[config.mk]
export PLATFORM = sky130hd
export DESIGN_NAME = rtc_calendar_counter
export DESIGN_NICKNAME = d
export VERILOG_FILES = /design/src/design/rtc_pkg.sv /design/src/design/rtc_calendar_counter.sv /design/src/design/rtc_step.sv
export SDC_FILE = /design/constraint.sdc
export NUM_CORES = 1
export LEC_CHECK = 0
export ABC_AREA = 1
export BUFFER_PORTS_ARGS = -buffer_cell sky130_fd_sc_hd__buf_2
export CAP_MARGIN = 20
export CORE_UTILIZATION = 45
export DETAILED_ROUTE_END_ITERATION = 8
export GPL_ROUTABILITY_DRIVEN = 0
export PLACE_DENSITY_LB_ADDON = 0.25
export SYNTH_ARGS = -nofsm -noshare
export SYNTH_HDL_FRONTEND = slang
export SYNTH_SLANG_ARGS = --single-unit
[constraint.sdc]
create_clock -name clk -period 3.56 [get_ports clk]
set_input_delay 0 -clock clk [delete_from_list [all_inputs] [get_ports clk]]
set_output_delay 0 -clock clk [all_outputs]
set_load 0.02 [all_outputs]
[src/design/rtc_pkg.sv]
// Shared types, codes and the leap-year rule for the calendar counter.
package rtc_pkg;

  // Command codes
  localparam logic [1:0] CMD_TICK    = 2'd0;
  localparam logic [1:0] CMD_ADVANCE = 2'd1;
  localparam logic [1:0] CMD_SET     = 2'd2;

  // Field limits
  localparam logic [5:0] SEC_LIMIT  = 6'd60;
  localparam logic [6:0] MIN_LIMIT  = 7'd60;
  localparam logic [6:0] HOUR_LIMIT = 7'd24;

  // Day-after-last-day marks, compared against the incremented day
  localparam logic [5:0] DAY_END_LONG     = 6'd32;
  localparam logic [5:0] DAY_END_SHORT    = 6'd31;
  localparam logic [5:0] DAY_END_FEB_LEAP = 6'd30;
  localparam logic [5:0] DAY_END_FEB      = 6'd29;

  localparam logic [3:0] MONTH_JAN  = 4'd1;
  localparam logic [3:0] MONTH_FEB  = 4'd2;
  localparam logic [3:0] MONTH_APR  = 4'd4;
  localparam logic [3:0] MONTH_JUN  = 4'd6;
  localparam logic [3:0] MONTH_SEP  = 4'd9;
  localparam logic [3:0] MONTH_NOV  = 4'd11;
  localparam logic [3:0] MONTH_OVER = 4'd13;
  localparam logic [3:0] MONTH_LAST = 4'd12;
  localparam logic [4:0] DAY_FIRST  = 5'd1;
  localparam logic [4:0] DAY_LAST   = 5'd31;

  // Years below 256 that are multiples of 100; zero is also a multiple of 400
  localparam logic [7:0] YEAR_CENT_1 = 8'd100;
  localparam logic [7:0] YEAR_CENT_2 = 8'd200;

  localparam logic [7:0] CHAR_ZERO = 8'h30;
  localparam logic [7:0] CHAR_NINE = 8'h39;

  typedef struct packed {
    logic [1:0] cmd;
    logic [7:0] hour_tens_char;
    logic [7:0] hour_ones_char;
    logic [7:0] minute_tens_char;
    logic [7:0] minute_ones_char;
  } in_word_t;

  typedef struct packed {
    logic [5:0] second_count;
    logic [6:0] minute_count;
    logic [6:0] hour_count;
    logic [4:0] day_of_month;
    logic [3:0] month_number;
    logic [7:0] year_count;
    logic       leap_flag;
    logic       set_accepted;
  } out_word_t;

  typedef struct packed {
    logic [5:0] sec;
    logic [6:0] min;
    logic [6:0] hour;
    logic [4:0] day;
    logic [3:0] month;
    logic [7:0] year;
    logic       leap;
  } rtc_time_t;

  localparam rtc_time_t RTC_RESET = '{
    sec: 6'd0, min: 7'd0, hour: 7'd0, day: DAY_FIRST, month: MONTH_JAN,
    year: 8'd0, leap: 1'b1
  };

  // Gregorian rule restricted to an 8-bit count: only zero is a multiple of 400
  function automatic logic leap_of(input logic [7:0] y);
    leap_of = (y == 8'd0) ||
              ((y[1:0] == 2'b00) && (y != YEAR_CENT_1) && (y != YEAR_CENT_2));
  endfunction

endpackage

[src/design/rtc_calendar_counter.sv]
// Top level of the clock and calendar counter: input register, state and result register.
//
//   channel | direction | handshake            | word
//   in_     | input     | in_valid / in_ready  | in_word_t  (command and digits)
//   out_    | output    | out_valid / out_ready| out_word_t (time, date, set status)
//
// One word a cycle while the result is not stalled: a command enters the input register,
// and on advance the step logic updates the time state and the result register together.
// out_valid rises when the input register advances; the step logic is combinational.
// Reset (synchronous, rst_n low) empties both registers and sets 00:00:00, day 1,
// month 1, year 0, leap set.
// A stalled result holds the input register; in_ready drops only when both are full.
module rtc_calendar_counter import rtc_pkg::*; (
  input  logic      clk,
  input  logic      rst_n,
  input  logic      in_valid,
  output logic      in_ready,
  input  in_word_t  in_data,
  output logic      out_valid,
  input  logic      out_ready,
  output out_word_t out_data
);

  logic      s1_valid_r;
  in_word_t  s1_word_r;
  rtc_time_t state_r;
  rtc_time_t state_nxt;
  logic      set_ok;
  logic      out_valid_r;
  out_word_t out_word_r;
  logic      advance;

  rtc_step u_step (
    .cur    (state_r),
    .word   (s1_word_r),
    .nxt    (state_nxt),
    .set_ok (set_ok)
  );

  assign advance  = s1_valid_r && (!out_valid_r || out_ready);
  assign in_ready = !s1_valid_r || advance;

  always_ff @(posedge clk) begin
    if (!rst_n) begin
      s1_valid_r  <= 1'b0;
      out_valid_r <= 1'b0;
      state_r     <= RTC_RESET;
    end else begin
      if (in_ready) begin
        s1_valid_r <= in_valid;
      end
      if (advance) begin
        out_valid_r <= 1'b1;
        state_r     <= state_nxt;
      end else if (out_ready) begin
        out_valid_r <= 1'b0;
      end
    end
  end

  // Payload registers
  always_ff @(posedge clk) begin
    if (in_ready && in_valid) begin
      s1_word_r <= in_data;
    end
    if (advance) begin
      out_word_r.second_count <= state_nxt.sec;
      out_word_r.minute_count <= state_nxt.min;
      out_word_r.hour_count   <= state_nxt.hour;
      out_word_r.day_of_month <= state_nxt.day;
      out_word_r.month_number <= state_nxt.month;
      out_word_r.year_count   <= state_nxt.year;
      out_word_r.leap_flag    <= state_nxt.leap;
      out_word_r.set_accepted <= set_ok;
    end
  end

  assign out_valid = out_valid_r;
  assign out_data  = out_word_r;

endmodule

[src/design/rtc_step.sv]
// Next-state logic for one command: time set, tick or advance, and the carry chain.
module rtc_step import rtc_pkg::*; (
  input  rtc_time_t cur,
  input  in_word_t  word,
  output rtc_time_t nxt,
  output logic      set_ok
);

  function automatic logic is_digit(input logic [7:0] c);
    is_digit = (c >= CHAR_ZERO) && (c <= CHAR_NINE);
  endfunction

  function automatic logic [6:0] two_digits(input logic [7:0] tc, input logic [7:0] oc);
    logic [3:0] t;
    logic [3:0] o;
    t = 4'(tc - CHAR_ZERO);
    o = 4'(oc - CHAR_ZERO);
    two_digits = {t, 3'b000} + {2'b00, t, 1'b0} + {3'b000, o};
  endfunction

  logic       digits_ok;
  logic       roll;
  rtc_time_t  pre;
  logic       sec_wrap;
  logic       min_wrap;
  logic       hour_wrap;
  logic [5:0] day_inc;
  logic       short_month;
  logic       is_feb;
  logic       month_end;
  logic [3:0] month_inc;

  assign digits_ok = is_digit(word.hour_tens_char) && is_digit(word.hour_ones_char) &&
                     is_digit(word.minute_tens_char) && is_digit(word.minute_ones_char);

  // Apply the command itself
  always_comb begin
    pre    = cur;
    roll   = 1'b0;
    set_ok = 1'b0;
    case (word.cmd)
      CMD_TICK: begin
        pre.sec = cur.sec + 6'd1;
        roll    = 1'b1;
      end
      CMD_ADVANCE: begin
        pre.min = cur.min + 7'd1;
        roll    = 1'b1;
      end
      CMD_SET: begin
        if (digits_ok) begin
          pre.hour = two_digits(word.hour_tens_char, word.hour_ones_char);
          pre.min  = two_digits(word.minute_tens_char, word.minute_ones_char);
          set_ok   = 1'b1;
        end
      end
      default: begin
      end
    endcase
  end

  assign short_month = (pre.month == MONTH_APR) || (pre.month == MONTH_JUN) ||
                       (pre.month == MONTH_SEP) || (pre.month == MONTH_NOV);
  assign is_feb      = (pre.month == MONTH_FEB);
  assign day_inc     = {1'b0, pre.day} + 6'd1;
  assign month_end   = (day_inc == DAY_END_LONG) ||
                       ((day_inc == DAY_END_SHORT) && short_month) ||
                       ((day_inc == DAY_END_FEB_LEAP) && is_feb && pre.leap) ||
                       ((day_inc == DAY_END_FEB) && is_feb && !pre.leap);
  assign month_inc   = pre.month + 4'd1;

  // Carry chain, each stage at most once
  always_comb begin
    nxt       = pre;
    sec_wrap  = 1'b0;
    min_wrap  = 1'b0;
    hour_wrap = 1'b0;
    if (roll) begin
      sec_wrap = (pre.sec >= SEC_LIMIT);
      if (sec_wrap) begin
        nxt.sec = 6'd0;
        nxt.min = pre.min + 7'd1;
      end
      min_wrap = (nxt.min >= MIN_LIMIT);
      if (min_wrap) begin
        nxt.min  = 7'd0;
        nxt.hour = pre.hour + 7'd1;
      end
      hour_wrap = (nxt.hour >= HOUR_LIMIT);
      if (hour_wrap) begin
        nxt.hour = 7'd0;
        if (month_end) begin
          nxt.day = DAY_FIRST;
          if (month_inc == MONTH_OVER) begin
            nxt.month = MONTH_JAN;
            nxt.year  = pre.year + 8'd1;
            nxt.leap  = leap_of(pre.year + 8'd1);
          end else begin
            nxt.month = month_inc;
          end
        end else begin
          nxt.day = day_inc[4:0];
        end
      end
    end
  end

endmodule

==> flow_summary.ini, run 1 <==
[detailed_routing]
avgRoutedWirePerCell_um = 13.7
wirelength_um = 14400
drt.antenna.violating_nets = 0
vias = 5256
avgViaCountPerCell = 5.00
drtIter0Drc = 393
drc_errors = 0
firstDrtPassIters = 5

[yosys]
yosysTopAreaCell = edfxtp_1
seq_area_frac_synth_pct = 47.5
synth_top_cells_by_area = edfxtp_1, dfxtp_1, nand2_1
synth.distinct_cells = 44
synth_nets = 799
avgSynthCellArea_um2 = 8.66
ys_seq_elements = 113
synthCells = 727
synth_top_area_share_pct = 34.8
async_flop_share_pct = 0
syn-cell-area_um2 = 6300
synth_edf_count = 73
ys_warn_count = 0
ys.flop_type = edfxtp_1

[floorplan]
rows = 42
ios = 79
coreArea_um2 = 13500
chipWidth_um = 120
fp.dieH_um = 120
die-area_um2 = 14500
start_util_pct = 46.8

[clock_network]
clockBufferDepth = 2
cts.sinks = 113
clk_latency_ns = 0.42
clk_pin_slew_ns = 0.05
cts_max_level = 4
root_buffer = clkbuf_16
cts_tree = built
numCtsBuffers = 17

[global_routing]
grt_pass1_vias = 5116
grt.total_usage_pct = 21.0
grt_overflow = 0
grt_antenna_before_repair = 0
grt_pass1_wl_um = 23500
grt_max_degree = 35

[power_and_ir_drop]
powerDensity_nw_per_um2 = 506
leakage_nw = 3.76
ir_drop_uv = 419

[sta]
fmax_ghz = 0.293
rsz0062_at_grt = true
clock_skew_ns = 0.00630
slew_headroom_pct = 31.0
final_max_slew_viol_count = 0
setup_tns_ns = 0
final-hold-violation-count = 0
setup_viol = 0
finalCritPeriodShare_pct = 95.8
tightest_slew_ns = 1.03
fin_crit_ns = 3.41

[final_layout]
postLayoutCellArea_um2 = 8140
nets = 934
layout_common_cells = nand2_1, inv_1, buf_2, edfxtp_1, nor2_1
fillers = 1157
antenna_cells = 0
area_delta_synth_final_pct = 29.2
final_cells = 1051
final_common_cell = nand2_1
seqCellArea_um2 = 2990
drive_above_1_share_pct = 23.7
multi_input_area_um2 = 2900

[setup_path]
end_kind = flop
cp_max_fo = 11
required_ns = 3.74
crit_type = reg -> reg
critical_path.startpoint_type = flop
crit_arrival_ns = 3.59

[run_status]
status = finished clean

[hold_path]
hold_class = in -> reg

[placed_design]
dp.cells = 977
dpl_cell_area_um2 = 6920
port_buffers = 78
dp_hpwl_um = 9260

[job]
cap_violations = 0
==> cells in the mapped netlist, drive strengths merged, types with 6 or more instances <==
cell type	count
nand2	181
inv	115
edfxtp	73
nor2	59
o21ai	50
nand3	48
dfxtp	40
a21oi	36
ha	30
xor2	15
o21bai	12
nand4	11
clkbuf	9
xnor2	9
buf	6
==> metrics by stage <==
stage | setup WS, ns | hold slack, ns | utilization (%) | total power, W
after floorplan | 0.222 | 0.0989 | - | 0.00194
after global placement | 0.0404 | 0.176 | 51.3 | 0.00206
after detailed placement | -0.109 | 0.178 | 51.5 | 0.00208
after CTS | 0.0260 | 0.0421 | 59.6 | 0.00411
after global routing | -0.0907 | 0.0778 | 60.5 | 0.00427
final | 0.150 | 0.0594 | 60.5 | 0.00412
==> final timing paths <==
kind | slack, ns | from | end | cells after the start
setup / recovery | 0.15 | s1_word_r[10] | out_data[14] | 22
hold / removal | 0.06 | rst_n | state_r[18] | 3
setup reg to reg | 0.15 | s1_word_r[10] | out_data[14] | 22
hold reg to reg | 0.48 | state_r[23] | state_r[23] | 2
==> registers in the layout, summed over array words and instances (netlist names) <==
signal and flops:
out_data 39, out_valid 1, s1_valid_r 1, s1_word_r 34, state_r 38
==> kinds of logic (layout without fill, tap and decap cells) <==
| group | count (synthesis) | in the layout | share of synthesized area, % |
|---|---|---|---|
| AND/OR/NAND/NOR | 310 | 311 | 22.9 |
| multiplexers | 1 | 1 | 0.179 |
| flip-flops | 113 | 113 | 47.5 |
| AO/OA/AOI/OAI | 113 | 113 | 10.4 |
| buffers and inverters | 132 | 279 | 8.34 |
| XOR/XNOR | 24 | 24 | 3.46 |
| adder cells (fa/ha/maj) | 34 | 34 | 7.23 |
==> critical path, cell delays in order, from the launching register on <==
cell and delay (ns):
edfxtp_1 0.37, inv_2 0.05, fa_1 0.56, inv_2 0.06
fa_2 0.36, a21oi_2 0.13, o21bai_1 0.08, and2_1 0.14
o21ai_1 0.14, nand2_1 0.08, o21ai_2 0.08, inv_1 0.05
nand2_1 0.06, nand2_1 0.05, inv_2 0.10, nand2_4 0.08
nand2_2 0.07, nand2_2 0.05, nor2_4 0.18, nand2_8 0.12
nand2_4 0.14, nand2_1 0.08, o21a_1 0.10
==> final cells by class <==
type | count | share of cell area [%]
clock buffer | 21 | 5.54
clock inverter | 11 | 2.86
inverter | 117 | 5.40
multi-input combinational | 483 | 35.6
sequential | 113 | 36.8
tap | 176 | 2.71
timing repair buffer | 130 | 11.1
==> what timing repair did <==
item                                    4_1_cts  5_1_grt
resized for setup                             5       33
cloned                                        1        0
pin swaps                                     3       15
setup buffers                                 2        3
hold buffers                                 36        0
hold endpoints to repair                     36        0
endpoints found under the setup margin       31       53
==> layer usage <==
| layer | up-vias | wire length (um) | track usage, % |
|---|---|---|---|
| met5 | - | 0 | 0 |
| met3 | 25 | 777 | 6.18 |
| li1 | 2655 | - | - |
| met1 | 2421 | 6110 | 24.4 |
| met2 | 155 | 7220 | 36.1 |
| met4 | 0 | 278 | 8.18 |
==> where the power goes <==
group	switching [W]	total [W]	internal (W)
combinational	0.000365	0.000597	0.000232
clock	0.000580	0.00197	0.00140
sequential	0.0000524	0.00154	0.00149
Note: power is estimated with default switching activity, not from simulation.
==> run 2: changes to the inputs <==
--- a/config.mk
+++ b/config.mk
@@ -11,7 +11,7 @@
 export CORE_UTILIZATION = 45
 export DETAILED_ROUTE_END_ITERATION = 8
 export GPL_ROUTABILITY_DRIVEN = 0
-export PLACE_DENSITY_LB_ADDON = 0.25
+export PLACE_DENSITY = 0.78
 export SYNTH_ARGS = -nofsm -noshare
 export SYNTH_HDL_FRONTEND = slang
 export SYNTH_SLANG_ARGS = --single-unit
==> constraint.sdc (replaced) <==
create_clock -name clk -period 3.56 [get_ports clk]
set_input_delay 0.178 -clock clk [delete_from_list [all_inputs] [get_ports clk]]
set_output_delay 0.178 -clock clk [all_outputs]
set_load 0.02 [all_outputs]
==> run 2 against run 1 <==
Net effect:
- die area unchanged
- flip-flop and latch count unchanged
- first-iteration DRC count grew 15%
- clock power shrank 16%
- total power shrank 7.1%
- non-clock buffer count increased by 1
- cell count is 0.38% higher
- critical endpoint is now out_data[10]
==> flow_summary.ini, run 2 (same netlist as run 1, synthesis figures left out) <==
[run_status]
status = finished clean

[setup_path]
crit_arrival_ns = 3.61
crit_type = reg -> reg
r2r_slack_ns = 0.12
rr_worst_depth = 22
critical_path.startpoint_type = flop
required_ns = 3.73
r2r_start = s1_word_r[3]
r2r-end = out_data[10]
end_kind = flop
cp_max_fo = 7

[global_routing]
grt_overflow = 0
grt_antenna_before_repair = 0
grt_pass1_wl_um = 22300
grt_pass1_vias = 4838
grt.total_usage_pct = 19.6
grt_max_degree = 54

[floorplan]
ios = 79
die-area_um2 = 14500
coreArea_um2 = 13500
start_util_pct = 46.8
fp.dieH_um = 120
rows = 42
chipWidth_um = 120

[hold_path]
hold_class = in -> reg
hp-start = in_valid
hold_path_end = s1_valid_r
hold_path_depth = 3

[placed_design]
dp_slack_ns = -0.0720
port_buffers = 78
dp_hpwl_um = 8760

[clock_network]
cts_tree = built
clockBufferDepth = 2
root_buffer = clkbuf_16
cts.sinks = 113
numCtsBuffers = 17
clk_pin_slew_ns = 0.05
clk_latency_ns = 0.42
cts_max_level = 4

[sta]
finalCritPeriodShare_pct = 96.6
slew_headroom_pct = 34.1
tightest_slew_ns = 0.984
fmax_ghz = 0.291
final_max_slew_viol_count = 0
fin_crit_ns = 3.44
setup_ws_ns = 0.119
setup_viol = 0
rsz0062_at_grt = true
clock_skew_ns = 0.0103
final-hold-violation-count = 0

[detailed_routing]
drt.antenna.violating_nets = 0
wirelength_um = 14000
drtIter0Drc = 453
vias = 5305
avgViaCountPerCell = 5.03
drc_errors = 0
firstDrtPassIters = 7
avgRoutedWirePerCell_um = 13.3

[final_layout]
area_delta_synth_final_pct = 28.7
fillers = 1133
drive_above_1_share_pct = 24.0
nets = 938
layout_common_cells = nand2_1, inv_1, buf_2, edfxtp_1, nor2_1
largest_register_ffs = 39
antenna_cells = 0
final_core_util_pct = 60.2
final_common_cell = nand2_1

[power_and_ir_drop]
powerDensity_nw_per_um2 = 472
p_int_w = 0.00282
leakage_nw = 3.73
switching_share_pct = 26.3
power_w = 0.00382
pwr-share-clk_pct = 43.3
switchingPower_w = 0.00101
comb_power_share_pct = 16.3
seqPwrFrac_pct = 40.4
ir_drop_uv = 436

[job]
cap_violations = 0
[run 2: cell types whose count changed in the layout (fill, tap and decap cells not counted), moves of 3 or more]
cell,delta
nand3_1,+6
buf_4,+5
clkinv_1,+5
ha_1,-5
nand3_2,-5
o21ai_2,+5
bufinv_16,-4
ha_4,+4
o21ai_1,-4
nand2_1,+3
nand2_2,-3
nand2_8,+3
[run 2: power by group through the flow]
| stage | clock (W) | combinational (W) | sequential, W |
|---|---|---|---|
| floorplan | 0 | 0.000345 | 0.00159 |
| global placement | 0 | 0.000493 | 0.00157 |
| detailed placement | 0 | 0.000503 | 0.00157 |
| CTS | 0.00167 | 0.000551 | 0.00154 |
| global route | 0.00174 | 0.000686 | 0.00155 |
| finish | 0.00166 | 0.000622 | 0.00155 |
[run 2: per-layer routing]
layer,track usage (%),vias up,share of wire (%)
li1,-,2667,-
met1,24.7,2446,44
met2,32.5,171,49
met3,4.95,21,5.5
met4,7.33,0,1.9
met5,0,-,0
[run 2: area by class of cell]
cell class / count / area, um2 / share of cell area (%)
Clock buffer: 18 / 429 / 5.30
Clock inverter: 14 / 146 / 1.81
Inverter: 117 / 439 / 5.42
Multi-Input combinational cell: 486 / 2990 / 36.9
Sequential cell: 113 / 2990 / 36.9
Tap cell: 176 / 220 / 2.72
Timing Repair Buffer: 131 / 881 / 10.9
[run 2: worst max path at each step]
stage | endpoint | start | depth (start not counted) | slack [ns]
after floorplan | out_data[1] | s1_word_r[3] | 23 | 0.22
final | out_data[10] | s1_word_r[3] | 22 | 0.12
after global placement | out_data[1] | s1_word_r[3] | 22 | 0.04
after detailed placement | out_data[10] | s1_word_r[3] | 22 | -0.07
after CTS | out_data[1] | s1_word_r[3] | 21 | 0.006
after global routing | state_r[11] | s1_word_r[10] | 25 | -0.07
[run 2: repair_timing]
item	in CTS	in global routing
pin swaps	3	23
gates cloned	2	2
endpoints found under the setup margin	7	47
endpoints found under the hold margin	34	0
gates resized for setup	7	36
buffers inserted	2	8
hold buffers	34	0
[run 2: per-stage QoR]
step	instances	cell area, um2	TNS [ns]	hold slack [ns]
3_3_place_gp	975	6890	0	0.355
5_1_grt	1055	8100	-0.499	0.0539
3_5_place_dp	975	6890	-0.198	0.356
2_1_floorplan	727	6300	0	0.277
4_1_cts	1045	7870	0	0.0410
6_report	1055	8100	0	0.0468
[run 2: critical path, cell delays in order, from the launching register on]
cell and delay [ns]:
edfxtp_1 0.36, inv_2 0.05, fa_1 0.54, inv_2 0.06, fa_2 0.36, xnor2_1 0.14
nand3_1 0.08, nand3_1 0.08, nand2_1 0.10, o21ai_2 0.09, nor2_1 0.14, nand2_1 0.08
nand2_1 0.06, nand2_1 0.05, inv_2 0.10, nand2_4 0.09, nand2_2 0.08, nand2_2 0.06
nor2_4 0.21, nand2_8 0.13, nand3_2 0.12, nand2_1 0.08, and2_1 0.14
==> run 3: changes to the inputs <==
--- a/config.mk
+++ b/config.mk
@@ -6,7 +6,7 @@
 export NUM_CORES = 1
 export LEC_CHECK = 0
 export ABC_AREA = 1
-export BUFFER_PORTS_ARGS = -buffer_cell sky130_fd_sc_hd__buf_2
+export BUFFER_PORTS_ARGS = -buffer_cell sky130_fd_sc_hd__buf_4
 export CAP_MARGIN = 20
 export CORE_UTILIZATION = 45
 export DETAILED_ROUTE_END_ITERATION = 8
==> run 3 against run 2 <==
Net effect:
- critical path type unchanged
- non-clock buffer count up 4
- first-iteration DRC count down 3.1%
- fmax down 1.0%
- worst setup slack worse by 0.036 ns
- via count up 0.66%
- combinational power up 5.5%
- register-to-register slack worse by 0.04 ns
- worst hold slack better by 0.0059 ns
==> flow_summary.ini, run 3 (same netlist as run 1, synthesis figures left out) <==
[sta]
tightest_slew_ns = 1.02
clock_skew_ns = 0.00982
final-hold-violation-count = 0
final_max_slew_viol_count = 0
slew_headroom_pct = 31.8
fmax_ghz = 0.288
rsz0062_at_grt = true
setup_viol = 0
fin_hold_ws_ns = 0.0527
fin_crit_ns = 3.48
setup_ws_ns = 0.0833
finalCritPeriodShare_pct = 97.7

[global_routing]
grt_max_degree = 36
grt_pass1_wl_um = 22500
grt_overflow = 0
grt_pass1_vias = 4979
grt.total_usage_pct = 20.0
grt_antenna_before_repair = 0

[detailed_routing]
drtIter0Drc = 439
drt.antenna.violating_nets = 0
avgViaCountPerCell = 5.05
avgRoutedWirePerCell_um = 13.3
wirelength_um = 14100
firstDrtPassIters = 5
met2_length_um = 6810
dr.max_layer_used = met4
wl_met1_um = 6250
vias = 5340
met3_length_um = 749
drc_errors = 0

[final_layout]
area_delta_synth_final_pct = 32.6
fillers = 1136
final_common_cell = nand2_1
nets = 940
largest_register_ffs = 39
antenna_cells = 0
layout_common_cells = nand2_1, inv_1, buf_4, edfxtp_1, nor2_1
drive_above_1_share_pct = 25.5

[power_and_ir_drop]
powerDensity_nw_per_um2 = 457
ir_drop_uv = 356
leakage_nw = 3.84

[setup_path]
crit_type = reg -> reg
critical_path.startpoint_type = flop
cp_cell_sequence = inv_2 -> fa_1 -> inv_2 -> fa_2 -> a21oi_2 -> o21bai_1 -> and2_1 -> o21ai_1 -> nand2_1 -> o21ai_2 -> inv_1 -> nand2_1 -> nand2_1 -> inv_2 -> nand2_4 -> nand2_2 -> nand2_2 -> nor2_4 -> nand2_8 -> buf_6 -> nand3_4 -> nand2_2 -> and2_4
worst_path_max_delay_cell = fa_1
end_kind = flop
r2r-end = out_data[10]
cp_slowest_stage_delay_ns = 0.56
rr_worst_depth = 23
crit_arrival_ns = 3.65
r2r_slack_ns = 0.08
required_ns = 3.73
r2r_start = s1_word_r[3]
cp_max_fo = 7

[floorplan]
start_util_pct = 46.8
chipWidth_um = 120
rows = 42
fp.dieH_um = 120
coreArea_um2 = 13500
ios = 79
die-area_um2 = 14500

[clock_network]
root_buffer = clkbuf_16
numCtsBuffers = 17
cts.sinks = 113
clk_pin_slew_ns = 0.06
cts_tree = built
cts_max_level = 4
clockBufferDepth = 2
clk_latency_ns = 0.42

[placed_design]
dp_hpwl_um = 8760
port_buffers = 78
dp_slack_ns = -0.0633

[run_status]
status = finished clean

[hold_path]
hold_path_end = s1_valid_r
hold_class = in -> reg
hold_path_depth = 3
hp-start = in_valid

[job]
cap_violations = 0
run 3: cell types whose count changed in the layout (fill, tap and decap cells not counted), moves of 3 or more:
cell      before  now
buf_4         17   98
buf_2         78    0
nand2_1      149  140
nand2_2       26   32
clkbuf_8       0    5
clkinv_1       6    1
clkbuf_1       1    5
nand3_1       45   42
run 3: cell type report:
class	instances	area, um2	share of cell area, %
Multi-Input combinational cell	484	3010	36.1
Inverter	117	439	5.26
Clock inverter	5	52.6	0.629
Timing Repair Buffer	135	1120	13.4
Tap cell	176	220	2.64
Sequential cell	113	2990	35.9
Clock buffer	27	513	6.15
run 3: critical path: cells and delay by family, from the launching register on:
| kind | cells | cell delay (ns) |
|---|---|---|
| AND/OR/NAND/NOR | 12 | 1.11 |
| adder cells (fa/ha/maj) | 2 | 0.94 |
| AO/OA/AOI/OAI | 4 | 0.42 |
| buffers and inverters | 5 | 0.41 |
| flip-flops | 1 | 0.36 |
run 3: how the worst max path moves through the flow:
stage	cells after the start	startpoint	to	slack, ns
final	23	s1_word_r[3]	out_data[10]	0.08
after global routing	26	s1_word_r[3]	state_r[7]	-0.17
after CTS	24	s1_word_r[3]	state_r[17]	0.04
after detailed placement	22	s1_word_r[3]	out_data[1]	-0.06
after global placement	22	s1_word_r[3]	out_data[1]	0.05
after floorplan	23	s1_word_r[3]	out_data[1]	0.22
run 3: timing repair:
| action | in CTS | in global routing |
|---|---|---|
| gates resized for setup | 6 | 53 |
| cloned | 1 | 1 |
| hold buffers | 34 | 0 |
| pin swaps | 2 | 24 |
| endpoints found under the hold margin | 34 | 0 |
| setup endpoints to repair | 9 | 48 |
| buffers inserted | 1 | 13 |
run 3: power by group:
| group | total [W] | leakage [nW] | internal (W) | switching [W] |
|---|---|---|---|---|
| combinational | 0.000656 | 2.53 | 0.000279 | 0.000377 |
| clock | 0.00161 | 0.277 | 0.00105 | 0.000563 |
| sequential | 0.00155 | 1.03 | 0.00149 | 0.0000537 |
| total | 0.00381 | 3.84 | 0.00282 | 0.000994 |
run 3: per-stage QoR:
stage | power [W] | utilization, % | TNS, ns | std cells | area [um2]
floorplan | 0.00194 | - | 0 | 727 | 6300
global route | 0.00398 | 62.1 | -3.93 | 1057 | 8350
global placement | 0.00209 | 52.7 | 0 | 975 | 7080
detailed placement | 0.00210 | 52.7 | -0.197 | 975 | 7080
CTS | 0.00376 | 59.7 | 0 | 1043 | 8040
finish | 0.00381 | 62.1 | 0 | 1057 | 8350
run 3: per-layer routing:
| metal | GRT usage (%) | vias up |
|---|---|---|
| met5 | 0 | - |
| met4 | 8.87 | 0 |
| met3 | 4.81 | 25 |
| met2 | 33.6 | 181 |
| met1 | 24.5 | 2466 |
| li1 | - | 2668 |
